==> src/sv/pllb_pkg.sv <==
// pllb_pkg: shared types and codes for the pooled linked-list allocator
// used by pllb_ctrl, pllb_dp and pool_linked_list_bitmap_alloc
// no dependencies
package pllb_pkg;

    typedef enum logic [1:0] {
        CMD_APPEND   = 2'd0,
        CMD_RM_HEAD  = 2'd1,
        CMD_RM_AFTER = 2'd2,
        CMD_READ     = 2'd3
    } cmd_t;

    localparam logic [1:0] ST_OK   = 2'd0;
    localparam logic [1:0] ST_FULL = 2'd1;
    localparam logic [1:0] ST_ERR  = 2'd2;

    // controller to datapath
    typedef struct packed {
        logic accept;   // latch item, issue first memory read
        logic exec;     // first data back: execute the command
        logic fin;      // second data back: finish remove-after
    } ctl_t;

    // datapath to controller
    typedef struct packed {
        logic is_rm_after;
        logic pred_ok;
    } stat_t;

endpackage

==> src/sv/pllb_ctrl.sv <==
// pllb_ctrl: sequencing state machine of the list allocator
// depends on pllb_pkg
module pllb_ctrl (
    input  logic            clk,
    input  logic            rst_n,
    input  logic            start,
    input  pllb_pkg::stat_t stat,
    output pllb_pkg::ctl_t  ctl,
    output logic            busy
);

    typedef enum logic [2:0] {
        S_IDLE = 3'b001,
        S_EXEC = 3'b010,
        S_FIN  = 3'b100
    } state_t;

    state_t state_reg;
    state_t state_next;
    logic   second;

    assign second = stat.is_rm_after && stat.pred_ok;

    always_comb
    begin
        state_next = state_reg;
        unique case (state_reg)
            S_IDLE:
            begin
                if (start)
                begin
                    state_next = S_EXEC;
                end
            end
            S_EXEC:
            begin
                state_next = second ? S_FIN : S_IDLE;
            end
            S_FIN:
            begin
                state_next = S_IDLE;
            end
            default:
            begin
                state_next = S_IDLE;
            end
        endcase
    end

    always_ff @(posedge clk or negedge rst_n)
    begin
        if (!rst_n)
        begin
            state_reg <= S_IDLE;
        end
        else
        begin
            state_reg <= state_next;
        end
    end

    assign busy       = (state_reg != S_IDLE);
    assign ctl.accept = (state_reg == S_IDLE) && start;
    assign ctl.exec   = (state_reg == S_EXEC);
    assign ctl.fin    = (state_reg == S_FIN);

endmodule

==> src/sv/pllb_dp.sv <==
// pllb_dp: pool memories, free bitmap, link valid bits, list pointers, result registers
// depends on pllb_pkg; sequenced by pllb_ctrl
module pllb_dp #(
    parameter int ENTRIES      = 32,
    parameter int HANDLE_WIDTH = 32
) (
    input  logic            clk,
    input  logic            rst_n,
    input  pllb_pkg::ctl_t  ctl,
    output pllb_pkg::stat_t stat,
    input  logic [1:0]      cmd,
    input  logic [4:0]      node_index,
    input  logic [31:0]     key_in,
    input  logic [31:0]     value_in,
    output logic            done,
    output logic [1:0]      status,
    output logic [4:0]      slot_index,
    output logic [31:0]     key_out,
    output logic [31:0]     value_out,
    output logic [4:0]      next_slot,
    output logic            has_next,
    output logic [4:0]      head_slot,
    output logic            list_empty,
    output logic [5:0]      entry_count
);

    localparam int SW = $clog2(ENTRIES);
    localparam int CW = $clog2(ENTRIES + 1);
    localparam int HW = HANDLE_WIDTH;

    // pool storage, no reset: only data of allocated slots is ever returned
    logic [HW-1:0] key_mem  [ENTRIES];
    logic [HW-1:0] val_mem  [ENTRIES];
    logic [SW-1:0] link_mem [ENTRIES];

    logic [HW-1:0] key_rd;
    logic [HW-1:0] val_rd;
    logic [SW-1:0] link_rd;

    logic [ENTRIES-1:0] free_map_reg, free_next;
    logic [ENTRIES-1:0] lvalid_reg, lvalid_next;
    logic [SW-1:0]      head_reg, head_next;
    logic [SW-1:0]      tail_reg, tail_next;
    logic [CW-1:0]      count_reg, count_next;
    logic [SW-1:0]      victim_reg, victim_next;

    pllb_pkg::cmd_t cmd_reg;
    logic           pred_ok_reg;
    logic           read_ok_reg;
    logic [SW-1:0]  idx_reg;
    logic [HW-1:0]  key_reg;
    logic [HW-1:0]  val_reg;

    logic [6:0]    idx_w;
    logic [SW-1:0] idx_sw;
    logic          idx_in_range;
    logic          pred_ok_in;
    logic          read_ok_in;
    logic [63:0]   key_in_w;
    logic [63:0]   val_in_w;

    logic [SW-1:0] found;
    logic          pool_full;

    logic          rd_en;
    logic [SW-1:0] rd_addr;
    logic          lk_we;
    logic [SW-1:0] lk_waddr;
    logic [SW-1:0] lk_wdata;
    logic          kv_we;

    logic          done_next;
    logic [1:0]    r_status;
    logic [SW-1:0] r_slot;
    logic [HW-1:0] r_key;
    logic [HW-1:0] r_val;
    logic [SW-1:0] r_next;
    logic          r_has;
    logic [6:0]    r_slot_w;
    logic [6:0]    r_next_w;
    logic [63:0]   r_key_w;
    logic [63:0]   r_val_w;

    logic          done_reg;
    logic [1:0]    status_reg;
    logic [4:0]    slot_reg;
    logic [31:0]   key_out_reg;
    logic [31:0]   val_out_reg;
    logic [4:0]    next_reg;
    logic          has_next_reg;

    logic [6:0]    head_w;
    logic [6:0]    count_w;

    // input decode at accept
    assign idx_w        = 7'(node_index);
    assign idx_sw       = idx_w[SW-1:0];
    assign idx_in_range = (idx_w < 7'(ENTRIES));
    assign read_ok_in   = idx_in_range && !free_map_reg[idx_sw];
    assign pred_ok_in   = read_ok_in && lvalid_reg[idx_sw];
    assign key_in_w     = 64'(key_in);
    assign val_in_w     = 64'(value_in);

    assign stat.is_rm_after = (cmd_reg == pllb_pkg::CMD_RM_AFTER);
    assign stat.pred_ok     = pred_ok_reg;

    // lowest free slot
    always_comb
    begin
        found = '0;
        for (int i = ENTRIES - 1; i >= 0; i--)
        begin
            if (free_map_reg[i])
            begin
                found = SW'(i);
            end
        end
    end

    assign pool_full = (free_map_reg == '0) || (count_reg >= CW'(ENTRIES));

    always_comb
    begin
        free_next   = free_map_reg;
        lvalid_next = lvalid_reg;
        head_next   = head_reg;
        tail_next   = tail_reg;
        count_next  = count_reg;
        victim_next = victim_reg;
        rd_en       = 1'b0;
        rd_addr     = idx_sw;
        lk_we       = 1'b0;
        lk_waddr    = tail_reg;
        lk_wdata    = found;
        kv_we       = 1'b0;
        done_next   = 1'b0;
        r_status    = pllb_pkg::ST_OK;
        r_slot      = '0;
        r_key       = '0;
        r_val       = '0;
        r_next      = '0;
        r_has       = 1'b0;

        if (ctl.accept)
        begin
            rd_en   = 1'b1;
            rd_addr = (pllb_pkg::cmd_t'(cmd) == pllb_pkg::CMD_RM_HEAD) ? head_reg : idx_sw;
        end

        if (ctl.exec)
        begin
            unique case (cmd_reg)
                pllb_pkg::CMD_APPEND:
                begin
                    done_next = 1'b1;
                    if (pool_full)
                    begin
                        r_status = pllb_pkg::ST_FULL;
                    end
                    else
                    begin
                        kv_we              = 1'b1;
                        free_next[found]   = 1'b0;
                        lvalid_next[found] = 1'b0;
                        if (count_reg == '0)
                        begin
                            head_next = found;
                        end
                        else
                        begin
                            // link the old tail to the new slot
                            lk_we                 = 1'b1;
                            lvalid_next[tail_reg] = 1'b1;
                        end
                        tail_next  = found;
                        count_next = count_reg + 1'b1;
                        r_slot     = found;
                    end
                end
                pllb_pkg::CMD_RM_HEAD:
                begin
                    done_next = 1'b1;
                    if (count_reg == '0)
                    begin
                        r_status = pllb_pkg::ST_ERR;
                    end
                    else
                    begin
                        r_slot = head_reg;
                        r_key  = key_rd;
                        r_val  = val_rd;
                        if (lvalid_reg[head_reg])
                        begin
                            head_next = link_rd;
                        end
                        else
                        begin
                            head_next = '0;
                            tail_next = '0;
                        end
                        lvalid_next[head_reg] = 1'b0;
                        free_next[head_reg]   = 1'b1;
                        count_next            = count_reg - 1'b1;
                    end
                end
                pllb_pkg::CMD_RM_AFTER:
                begin
                    if (pred_ok_reg)
                    begin
                        // fetch the victim named by the predecessor's link
                        rd_en       = 1'b1;
                        rd_addr     = link_rd;
                        victim_next = link_rd;
                    end
                    else
                    begin
                        done_next = 1'b1;
                        r_status  = pllb_pkg::ST_ERR;
                    end
                end
                pllb_pkg::CMD_READ:
                begin
                    done_next = 1'b1;
                    if (read_ok_reg)
                    begin
                        r_slot = idx_reg;
                        r_key  = key_rd;
                        r_val  = val_rd;
                        r_has  = lvalid_reg[idx_reg];
                        r_next = lvalid_reg[idx_reg] ? link_rd : '0;
                    end
                    else
                    begin
                        r_status = pllb_pkg::ST_ERR;
                    end
                end
                default:
                begin
                    done_next = 1'b1;
                end
            endcase
        end

        if (ctl.fin)
        begin
            done_next               = 1'b1;
            r_slot                  = victim_reg;
            r_key                   = key_rd;
            r_val                   = val_rd;
            lk_we                   = 1'b1;
            lk_waddr                = idx_reg;
            lk_wdata                = link_rd;
            lvalid_next[idx_reg]    = lvalid_reg[victim_reg];
            lvalid_next[victim_reg] = 1'b0;
            free_next[victim_reg]   = 1'b1;
            if (tail_reg == victim_reg)
            begin
                tail_next = idx_reg;
            end
            if (count_reg != '0)
            begin
                count_next = count_reg - 1'b1;
            end
        end
    end

    // pool memories, registered read
    always_ff @(posedge clk)
    begin
        if (kv_we)
        begin
            key_mem[found] <= key_reg;
            val_mem[found] <= val_reg;
        end
        if (lk_we)
        begin
            link_mem[lk_waddr] <= lk_wdata;
        end
        if (rd_en)
        begin
            key_rd  <= key_mem[rd_addr];
            val_rd  <= val_mem[rd_addr];
            link_rd <= link_mem[rd_addr];
        end
    end

    // item payload, no reset
    always_ff @(posedge clk)
    begin
        if (ctl.accept)
        begin
            idx_reg <= idx_sw;
            key_reg <= key_in_w[HW-1:0];
            val_reg <= val_in_w[HW-1:0];
        end
        victim_reg <= victim_next;
    end

    always_ff @(posedge clk or negedge rst_n)
    begin
        if (!rst_n)
        begin
            cmd_reg      <= pllb_pkg::CMD_APPEND;
            pred_ok_reg  <= 1'b0;
            read_ok_reg  <= 1'b0;
            free_map_reg <= '1;
            lvalid_reg   <= '0;
            head_reg     <= '0;
            tail_reg     <= '0;
            count_reg    <= '0;
            done_reg     <= 1'b0;
        end
        else
        begin
            if (ctl.accept)
            begin
                cmd_reg     <= pllb_pkg::cmd_t'(cmd);
                pred_ok_reg <= pred_ok_in;
                read_ok_reg <= read_ok_in;
            end
            free_map_reg <= free_next;
            lvalid_reg   <= lvalid_next;
            head_reg     <= head_next;
            tail_reg     <= tail_next;
            count_reg    <= count_next;
            done_reg     <= done_next;
        end
    end

    // result fields, cut or widened to port widths
    assign r_slot_w = 7'(r_slot);
    assign r_next_w = 7'(r_next);
    assign r_key_w  = 64'(r_key);
    assign r_val_w  = 64'(r_val);

    always_ff @(posedge clk)
    begin
        if (done_next)
        begin
            status_reg   <= r_status;
            slot_reg     <= r_slot_w[4:0];
            key_out_reg  <= r_key_w[31:0];
            val_out_reg  <= r_val_w[31:0];
            next_reg     <= r_next_w[4:0];
            has_next_reg <= r_has;
        end
    end

    assign head_w  = 7'(head_reg);
    assign count_w = 7'(count_reg);

    assign done        = done_reg;
    assign status      = status_reg;
    assign slot_index  = slot_reg;
    assign key_out     = key_out_reg;
    assign value_out   = val_out_reg;
    assign next_slot   = next_reg;
    assign has_next    = has_next_reg;
    assign head_slot   = (count_reg == '0) ? 5'd0 : head_w[4:0];
    assign list_empty  = (count_reg == '0);
    assign entry_count = count_w[5:0];

endmodule

==> src/sv/pool_linked_list_bitmap_alloc.sv <==
// done follows acceptance through the execute state and the done register, and a
// remove-after with a valid predecessor also passes the finish state; items are taken only
// in idle; each step waits on registered pool reads (a second read fetches the victim)
// busy is high from the cycle after acceptance until done pulses; done is never held
// reset: asynchronous active low; every slot free, list empty, head and tail at slot zero
module pool_linked_list_bitmap_alloc #(
    parameter int ENTRIES      = 32,
    parameter int HANDLE_WIDTH = 32
) (
    input  logic        clk,
    input  logic        rst_n,
    // command side: item taken when start is high and busy is low
    input  logic        start,
    output logic        busy,
    input  logic [1:0]  cmd,
    input  logic [4:0]  node_index,
    input  logic [31:0] key_in,
    input  logic [31:0] value_in,
    // result side: fields valid for the single cycle in which done is high
    output logic        done,
    output logic [1:0]  status,
    output logic [4:0]  slot_index,
    output logic [31:0] key_out,
    output logic [31:0] value_out,
    output logic [4:0]  next_slot,
    output logic        has_next,
    output logic [4:0]  head_slot,
    output logic        list_empty,
    output logic [5:0]  entry_count
);

    // controller and datapath exchange only these two groups
    pllb_pkg::ctl_t  ctl;
    pllb_pkg::stat_t stat;

    // sequencer: idle, execute on first read data, finish on victim data
    pllb_ctrl u_ctrl (
        .clk   (clk),
        .rst_n (rst_n),
        .start (start),
        .stat  (stat),
        .ctl   (ctl),
        .busy  (busy)
    );

    // pool memories with free bitmap, link valid bits and list pointers
    pllb_dp #(
        .ENTRIES      (ENTRIES),
        .HANDLE_WIDTH (HANDLE_WIDTH)
    ) u_dp (
        .clk         (clk),
        .rst_n       (rst_n),
        .ctl         (ctl),
        .stat        (stat),
        .cmd         (cmd),
        .node_index  (node_index),
        .key_in      (key_in),
        .value_in    (value_in),
        .done        (done),
        .status      (status),
        .slot_index  (slot_index),
        .key_out     (key_out),
        .value_out   (value_out),
        .next_slot   (next_slot),
        .has_next    (has_next),
        .head_slot   (head_slot),
        .list_empty  (list_empty),
        .entry_count (entry_count)
    );

endmodule
==> config.mk <==
export PLATFORM = sky130hd
export DESIGN_NAME = pool_linked_list_bitmap_alloc
export DESIGN_NICKNAME = d
export VERILOG_FILES = /design/src/sv/pllb_pkg.sv /design/src/sv/pllb_ctrl.sv /design/src/sv/pllb_dp.sv /design/src/sv/pool_linked_list_bitmap_alloc.sv
export SDC_FILE = /design/constraint.sdc
export NUM_CORES = 2
export LEC_CHECK = 0
export BUFFER_PORTS_ARGS = -buffer_cell sky130_fd_sc_hd__buf_2
export CORE_MARGIN = 1.5
export CORE_UTILIZATION = 55
export DETAILED_ROUTE_END_ITERATION = 7
export PLACE_DENSITY = 0.71
export SETUP_SLACK_MARGIN = 0.4
export SLEW_MARGIN = 20
export SYNTH_ARGS = -nofsm -noshare
export SYNTH_HDL_FRONTEND = slang
export SYNTH_SLANG_ARGS = --single-unit
==> constraint.sdc <==
create_clock -name clk -period 25.2 [get_ports clk]
set_clock_uncertainty 0.05 [all_clocks]
set_input_delay 5.04 -clock clk [delete_from_list [all_inputs] [get_ports clk]]
set_output_delay 5.04 -clock clk [all_outputs]
set_load 0.005 [all_outputs]
**Word level (Yosys, flattened, before mapping)**

Memory sizes are Yosys's and may differ from the RTL's. A register that Yosys moved wholly into a read port is not among the register bits.
Cells that the tools add are included.

- Add/subtract/negate cells: 2
- Magnitude comparators: 13
- Eq/ne operators: 13
- Multiplexer cells: 133
- Bitwise operators: 10
- Reduce and logical (&&, ||, !) cells: 21

Operators with widths:

| kind | number |
|---|---|
| two-way mux 32 bit | 17 |
| two-way mux 5 bit | 54 |
| case mux 32 bit (2 select lines) | 4 |
| AND 32 bit | 4 |
| inverter 32 bit | 3 |
| OR 32 bit | 3 |
| less-than comparator 5 x 6 -> 1 bit (second input constant) | 7 |
| bitwise mux 32 bit | 1 |
| zero test 32 bit | 1 |
| two-way mux 1 bit | 30 |
| two-way mux 6 bit | 5 |
| binary-select mux 1 bit (select 5 bit) | 5 |
| demux 1 bit (select 5 bit) | 5 |
| >= comparator 5 x 1 -> 1 bit (second input constant) | 5 |
| case mux 5 bit (2 select lines) | 2 |
| case mux 5 bit (3 select lines) | 1 |
| case mux 6 bit (2 select lines) | 1 |
| logical AND 1 bit | 9 |
| != test 2 bit (second input constant) | 4 |
| case mux 2 bit (4 select lines) | 1 |
| adder 6 x 1 -> 6 bit (second input constant) | 1 |
| >= comparator 6 bit (second input constant) | 1 |
| zero test 6 bit | 1 |
| two-way mux 2 bit | 3 |
| 20 further kinds | 24 |

- Register bits after elaboration: 239
- Memory bits (writable): 2208
- Input port bits: 74
- Output and inout port bits: 91
- Word-level logic and storage cells: 215
- Memories: 3

Memory list:

| memory | depth | bits a word | rd ports | clocked after memory_dff | write ports | RTL line | RTL |
|---|---|---|---|---|---|---|---|
| u_dp.key_mem | 32 | 32 | 1 | 1 | 1 | pllb_dp.sv:32 | `logic [HW-1:0] key_mem [ENTRIES];` |
| u_dp.val_mem | 32 | 32 | 1 | 1 | 1 | pllb_dp.sv:33 | `logic [HW-1:0] val_mem [ENTRIES];` |
| u_dp.link_mem | 32 | 5 | 1 | 1 | 1 | pllb_dp.sv:34 | `logic [SW-1:0] link_mem [ENTRIES];` |

**Longest topological paths before layout**

- Depth in word-level cells: 46
- Mapped depth: 14
- Gate-level depth less buffers: 9

**Cells and area by module**

From an unflattened synthesis, not the netlist that was laid out.

- Cells, all modules: 6571
- Area total of the unflattened synthesis: 100108.5 um2

By module, submodules not included:

| module | instances | cells an instance | area an instance (um2) | seq. area each (um2) |
|---|---|---|---|---|
| pllb_dp | 1 | 6558 | 99962.1 | 75077.0 |
| pllb_ctrl | 1 | 13 | 146.4 | 76.3 |

**Worst setup path before layout**

No wires, ideal clock.

- Path type: register to register
- Start: reg u_dp.free_map_reg[1]
- End: reg u_dp.free_map_reg[26]
- Library setup time: 333 ps
- Data arrival time: 8647 ps
- Data required time: 24817 ps
- Setup slack: 16169 ps
- Cell stages (with the launch flop): 10
- Path buffers: 3
- Period minus slack after synthesis: 9031 ps
- Path through: dfstp_2 -> buf_2 -> nor4_4 -> and4_1 -> buf_2 -> and4_1 -> buf_2 -> o211ai_2 -> nor4_1 -> o221ai_1

- Longest elaborated chain between the ends: 13
- Elaborated cells between the ends (all ways): 16
- Classes of those cells: 2 x order compare; 8 x mux; 3 x bitwise; 3 x reduce/logical

RTL lines:

| what | RTL line | RTL |
|---|---|---|
| start: declaration | pllb_dp.sv:40 | `logic [ENTRIES-1:0] free_map_reg, free_next;` |
| start signal: assignment | pllb_dp.sv:321 | `free_map_reg <= free_next;` |
| two-way mux 5 bit (2 in series) | pllb_dp.sv:113 | `if (free_map_reg[i])` |
| less-than comparator 5 x 6 -> 1 bit (implied by the code) or >= comparator 5 x 1 -> 1 bit (tied branches) | pllb_dp.sv:163 | `free_next[found] = 1'b0;` |
| logical AND 1 bit (implied by the code) | pllb_dp.sv:163 |  |
| two-way mux 1 bit (implied by the code) | pllb_dp.sv:163 |  |
| demux 1 bit (select 5 bit) | n/a |  |
| inverter 32 bit (no source line) | n/a |  |
| AND 32 bit (no source line) | n/a |  |
| two-way mux 32 bit * | pllb_dp.sv:156 | `if (pool_full)` |
| case mux 32 bit (2 select lines) * | pllb_dp.sv:152 | `unique case (cmd_reg)` |
| two-way mux 32 bit * | pllb_dp.sv:150 | `if (ctl.exec)` |
| OR 32 bit (no source line) | n/a |  |
| two-way mux 32 bit * | pllb_dp.sv:244 | `if (ctl.fin)` |
| net u_dp.free_next[26] | pllb_dp.sv:40 |  |

Mark *: on every way through the listed nets, which the timed path passes. The rest lies on a longest branch.
A chain may end at the register's enable or synchronous reset.

**Worst setup path after layout**

- Start: in start
- End: reg u_dp.val_rd[19] (read register of u_dp.val_mem) (data pin)

- Longest elaborated chain between the ends: 5
- Elaborated cells between the ends (all ways): 9
- Classes of those cells: 8 x mux; 1 x reduce/logical

RTL lines:

| what | RTL line | RTL |
|---|---|---|
| start: declaration | pool_linked_list_bitmap_alloc.sv:13 | `input logic start,` |
| logical AND 1 bit * | pllb_ctrl.sv:63 | `assign ctl.accept = (state_reg == S_IDLE) && start;` |
| two-way mux 5 bit or two-way mux 1 bit (tied branches) | pllb_dp.sv:144 | `if (ctl.accept)` |
| two-way mux 5 bit or two-way mux 1 bit (tied branches) | pllb_dp.sv:208 | `if (pred_ok_reg)` |
| two-way mux 5 bit or two-way mux 1 bit (tied branches) | pllb_dp.sv:152 |  |
| two-way mux 5 bit or two-way mux 1 bit (tied branches) | pllb_dp.sv:150 |  |
| end: declaration | pllb_dp.sv:37 | `logic [HW-1:0] val_rd;` |

Mark *: on every way between the ends. The rest lies on a longest branch, timed or not.

==> run metrics <==
result of the run completed; biggest area consumer among synthesized cells sky130_fd_sc_hd__edfxtp_1; cell area power density a little under 80 nW/µm²; min Tclk post-route ~11 ns; Max rail drop VDD a little over 80 µV; Max Root-Sink Buffers 3; Post-Route WL approximately 330000 µm; Post-CTS Setup Repair Bufs 0; combined area of all synthesized cells around 110000 µm²; startpoint type of the worst setup path primary input; Tightest Pin Transition about 1.4 ns; largest registers in the final layout u_dp.key_mem (1024), u_dp.val_mem (1024), u_dp.link_mem (160); count of flip-flops with a built-in enable after synthesis about 2400; standard-cell row count 160; first-pass GRT wire length approximately 480000 µm; Wirelength per Cell 33.1 µm; leakage 38.5 nW; post-route DRC violation count 0; # resized after CTS 0; Yosys cell types 84; DRT iter0 DRCs 11600; WP data required between 20 and 30 ns; most used flip-flop cell after synthesis sky130_fd_sc_hd__edfxtp_1; area share of the leading cell type in the synthesized netlist between 60 and 70%; total global-route track usage approximately a third; global route overflow 0; clock transition at the register clock pins on the worst setup and hold paths after CTS around 0.060 ns; setup repair after global routing missed its margin no; top post-synthesis cells by area sky130_fd_sc_hd__edfxtp_1 (69%), sky130_fd_sc_hd__a311oi_1 (4.2%), sky130_fd_sc_hd__a2111oi_0 (3.4%); via count of the first global-routing pass around 68000; Layout fillers between 10000 and 15000; count of final hold-check violations 0; final number of max-transition violations 0; initial core utilization between 50% and 60%; Reg area around 75000 µm²; category of the most critical setup path primary input to register; residual antenna-violating net count after detailed routing 0; dpl hpwl between 150000 and 200000 µm; Buffers on Ports about 160; synthesized net count 7532; average via count per standard cell between 7 and 8; clock network latency to the later pin of the worst-skew pair 0.90 ns; Horiz. Die Dim ~440 µm; max-cap violation count 0; CTS sink cnt 2516; detailed-route via count 72000; most common cell after layout, fill and taps aside sky130_fd_sc_hd__edfxtp_1; Area growth, synth to finish 10.4%; share of final-layout standard cells stronger than drive strength 1 about an eighth; final worst-path cycle share a little over two fifths; final-report setup violation count 0; Max Freq around 95 MHz; Total Neg Setup Slack 0 ns; arrival time at the worst endpoint about 11 ns; multi-input logic area about 26000 µm²; worst rel slew slack under 10%; Yosys reg bits roughly 2500; count of placed standard cells in the final layout, fillers left out between 10000 and 15000; die outline height 441 µm; net count reported at finish 7468; maximum number of pins on one net before global-route repair about 190; critical path capture point type register; portion of the post-synthesis area used by sequential elements between 70% and 80%; DIE AREA roughly 190000 µm²; Ports around 170; number of search-and-repair iterations in the first detailed-routing pass 8; most used cells in the layout excluding fill and tap cells sky130_fd_sc_hd__edfxtp_1 (2428), sky130_fd_sc_hd__nand2_1 (696), sky130_fd_sc_hd__inv_1 (537), sky130_fd_sc_hd__a311oi_1 (507), sky130_fd_sc_hd__a2111oi_0 (405); CTS H-tree depth 4; async set or reset register ratio after synthesis 3.50%; RePlAce Congestion about 0.97; syn avg cell area 14.2 µm²; total placed cells including tap cells around 9700; Post-Synthesis Cells around 7500; Root Driver sky130_fd_sc_hd__clkbuf_16; worst hold path type register to register; initial antenna violation count 9; CP max FO approximately 190; core area ~190000 µm²; TritonCTS Buffers 240; clock tree from TritonCTS done; hold_buf cts 0; synthesis warning total 0
==> power breakdown <==
part | switching, W | internal (W) | leakage, nW
sequential | 0.000113 | 0.00468 | 23.0
combinational | 0.000621 | 0.000230 | 11.7
clock | 0.00156 | 0.00198 | 3.75
==> critical path: stages <==
cell and delay [ns]:
sky130_fd_sc_hd__buf_2 0.14, sky130_fd_sc_hd__nand4bb_1 0.52, sky130_fd_sc_hd__inv_6 0.41, sky130_fd_sc_hd__nand3_4 0.18, sky130_fd_sc_hd__buf_4 0.72, sky130_fd_sc_hd__a31o_4 0.59, sky130_fd_sc_hd__buf_4 0.73, sky130_fd_sc_hd__buf_12 0.71
sky130_fd_sc_hd__buf_12 0.58, sky130_fd_sc_hd__mux2i_1 0.30, sky130_fd_sc_hd__mux2i_1 0.11, sky130_fd_sc_hd__a22oi_1 0.40, sky130_fd_sc_hd__nand4_1 0.14
==> path summary, 6_finish.rpt <==
kind	depth (start not counted)	startpoint	slack [ns]	endpoint
min	2	u_dp.free_map_reg[30]	0.50	u_dp.free_map_reg[30]
max in group asynchronous	2	rst_n	19.80	u_dp.head_reg[1]
min reg2reg	2	u_dp.free_map_reg[30]	0.50	u_dp.free_map_reg[30]
max	13	start	14.68	u_dp.val_rd[19]
min in group asynchronous	1	rst_n	4.13	u_dp.lvalid_reg[2]
max reg2reg	11	u_ctrl.state_reg[0]	18.51	u_dp.key_rd[13]
==> synthesized netlist by cell type, types with 123 or more instances <==
cell	number
sky130_fd_sc_hd__nand2_1	701
sky130_fd_sc_hd__clkbuf_1	486
sky130_fd_sc_hd__buf_2	123
sky130_fd_sc_hd__inv_1	539
sky130_fd_sc_hd__nand3_1	258
sky130_fd_sc_hd__o21ai_0	173
sky130_fd_sc_hd__nor4_1	126
sky130_fd_sc_hd__a311oi_1	507
sky130_fd_sc_hd__edfxtp_1	2428
sky130_fd_sc_hd__a211oi_1	174
sky130_fd_sc_hd__a2111oi_0	406
sky130_fd_sc_hd__mux2i_1	268
==> cells by family (layout without fill, tap and decap cells) <==
logic type,Yosys count,in the layout,share of synthesized area [%]
AO/OA/AOI/OAI,1934,1934,14.2
XOR/XNOR,8,8,0.0663
AND/OR/NAND/NOR,1457,1457,6.45
flip-flops,2516,2516,71.1
buffers and inverters,1222,1360,4.63
other,0,7,0
multiplexers,315,315,3.51
adder cells (fa/ha/maj),3,3,0.0355
==> per-layer routing <==
metal	global-route usage (%)	share of wire [%]	wire [µm]	vias up
li1	-	-	-	29600
met1	47.5	37	125000	35900
met2	50.3	45	150000	5512
met5	0	0.012	41	-
met4	16.1	5.1	17200	6
met3	7.85	13	42900	906
==> area by class of cell <==
type | instances | area share, %
timing repair buffer | 374 | 2.19
clock buffer | 292 | 5.38
clock inverter | 152 | 1.18
multi-input combinational | 3717 | 22.4
antenna | 7 | 0.0150
inverter | 542 | 1.75
sequential | 2516 | 64.4
tap | 2511 | 2.69
==> through the flow <==
| stage | total power [W] | worst slack [ns] | hold WS [ns] | instance area (µm²) | utilization [%] |
|---|---|---|---|---|---|
| finish | 0.00919 | 14.68 | 0.504 | 117000 | 61.2 |
| global route | 0.00939 | 14.42 | 0.525 | 117000 | 61.2 |
| CTS | 0.00917 | 14.88 | 0.502 | 117000 | 61.2 |
| detailed placement | 0.00569 | 13.91 | 0.475 | 109000 | 57.2 |
| global placement | 0.00568 | 14.08 | 0.470 | 109000 | 57.2 |
| floorplan | 0.00532 | 16.17 | 0.420 | 106000 | - |
Note: power is estimated with default switching activity, not from simulation.
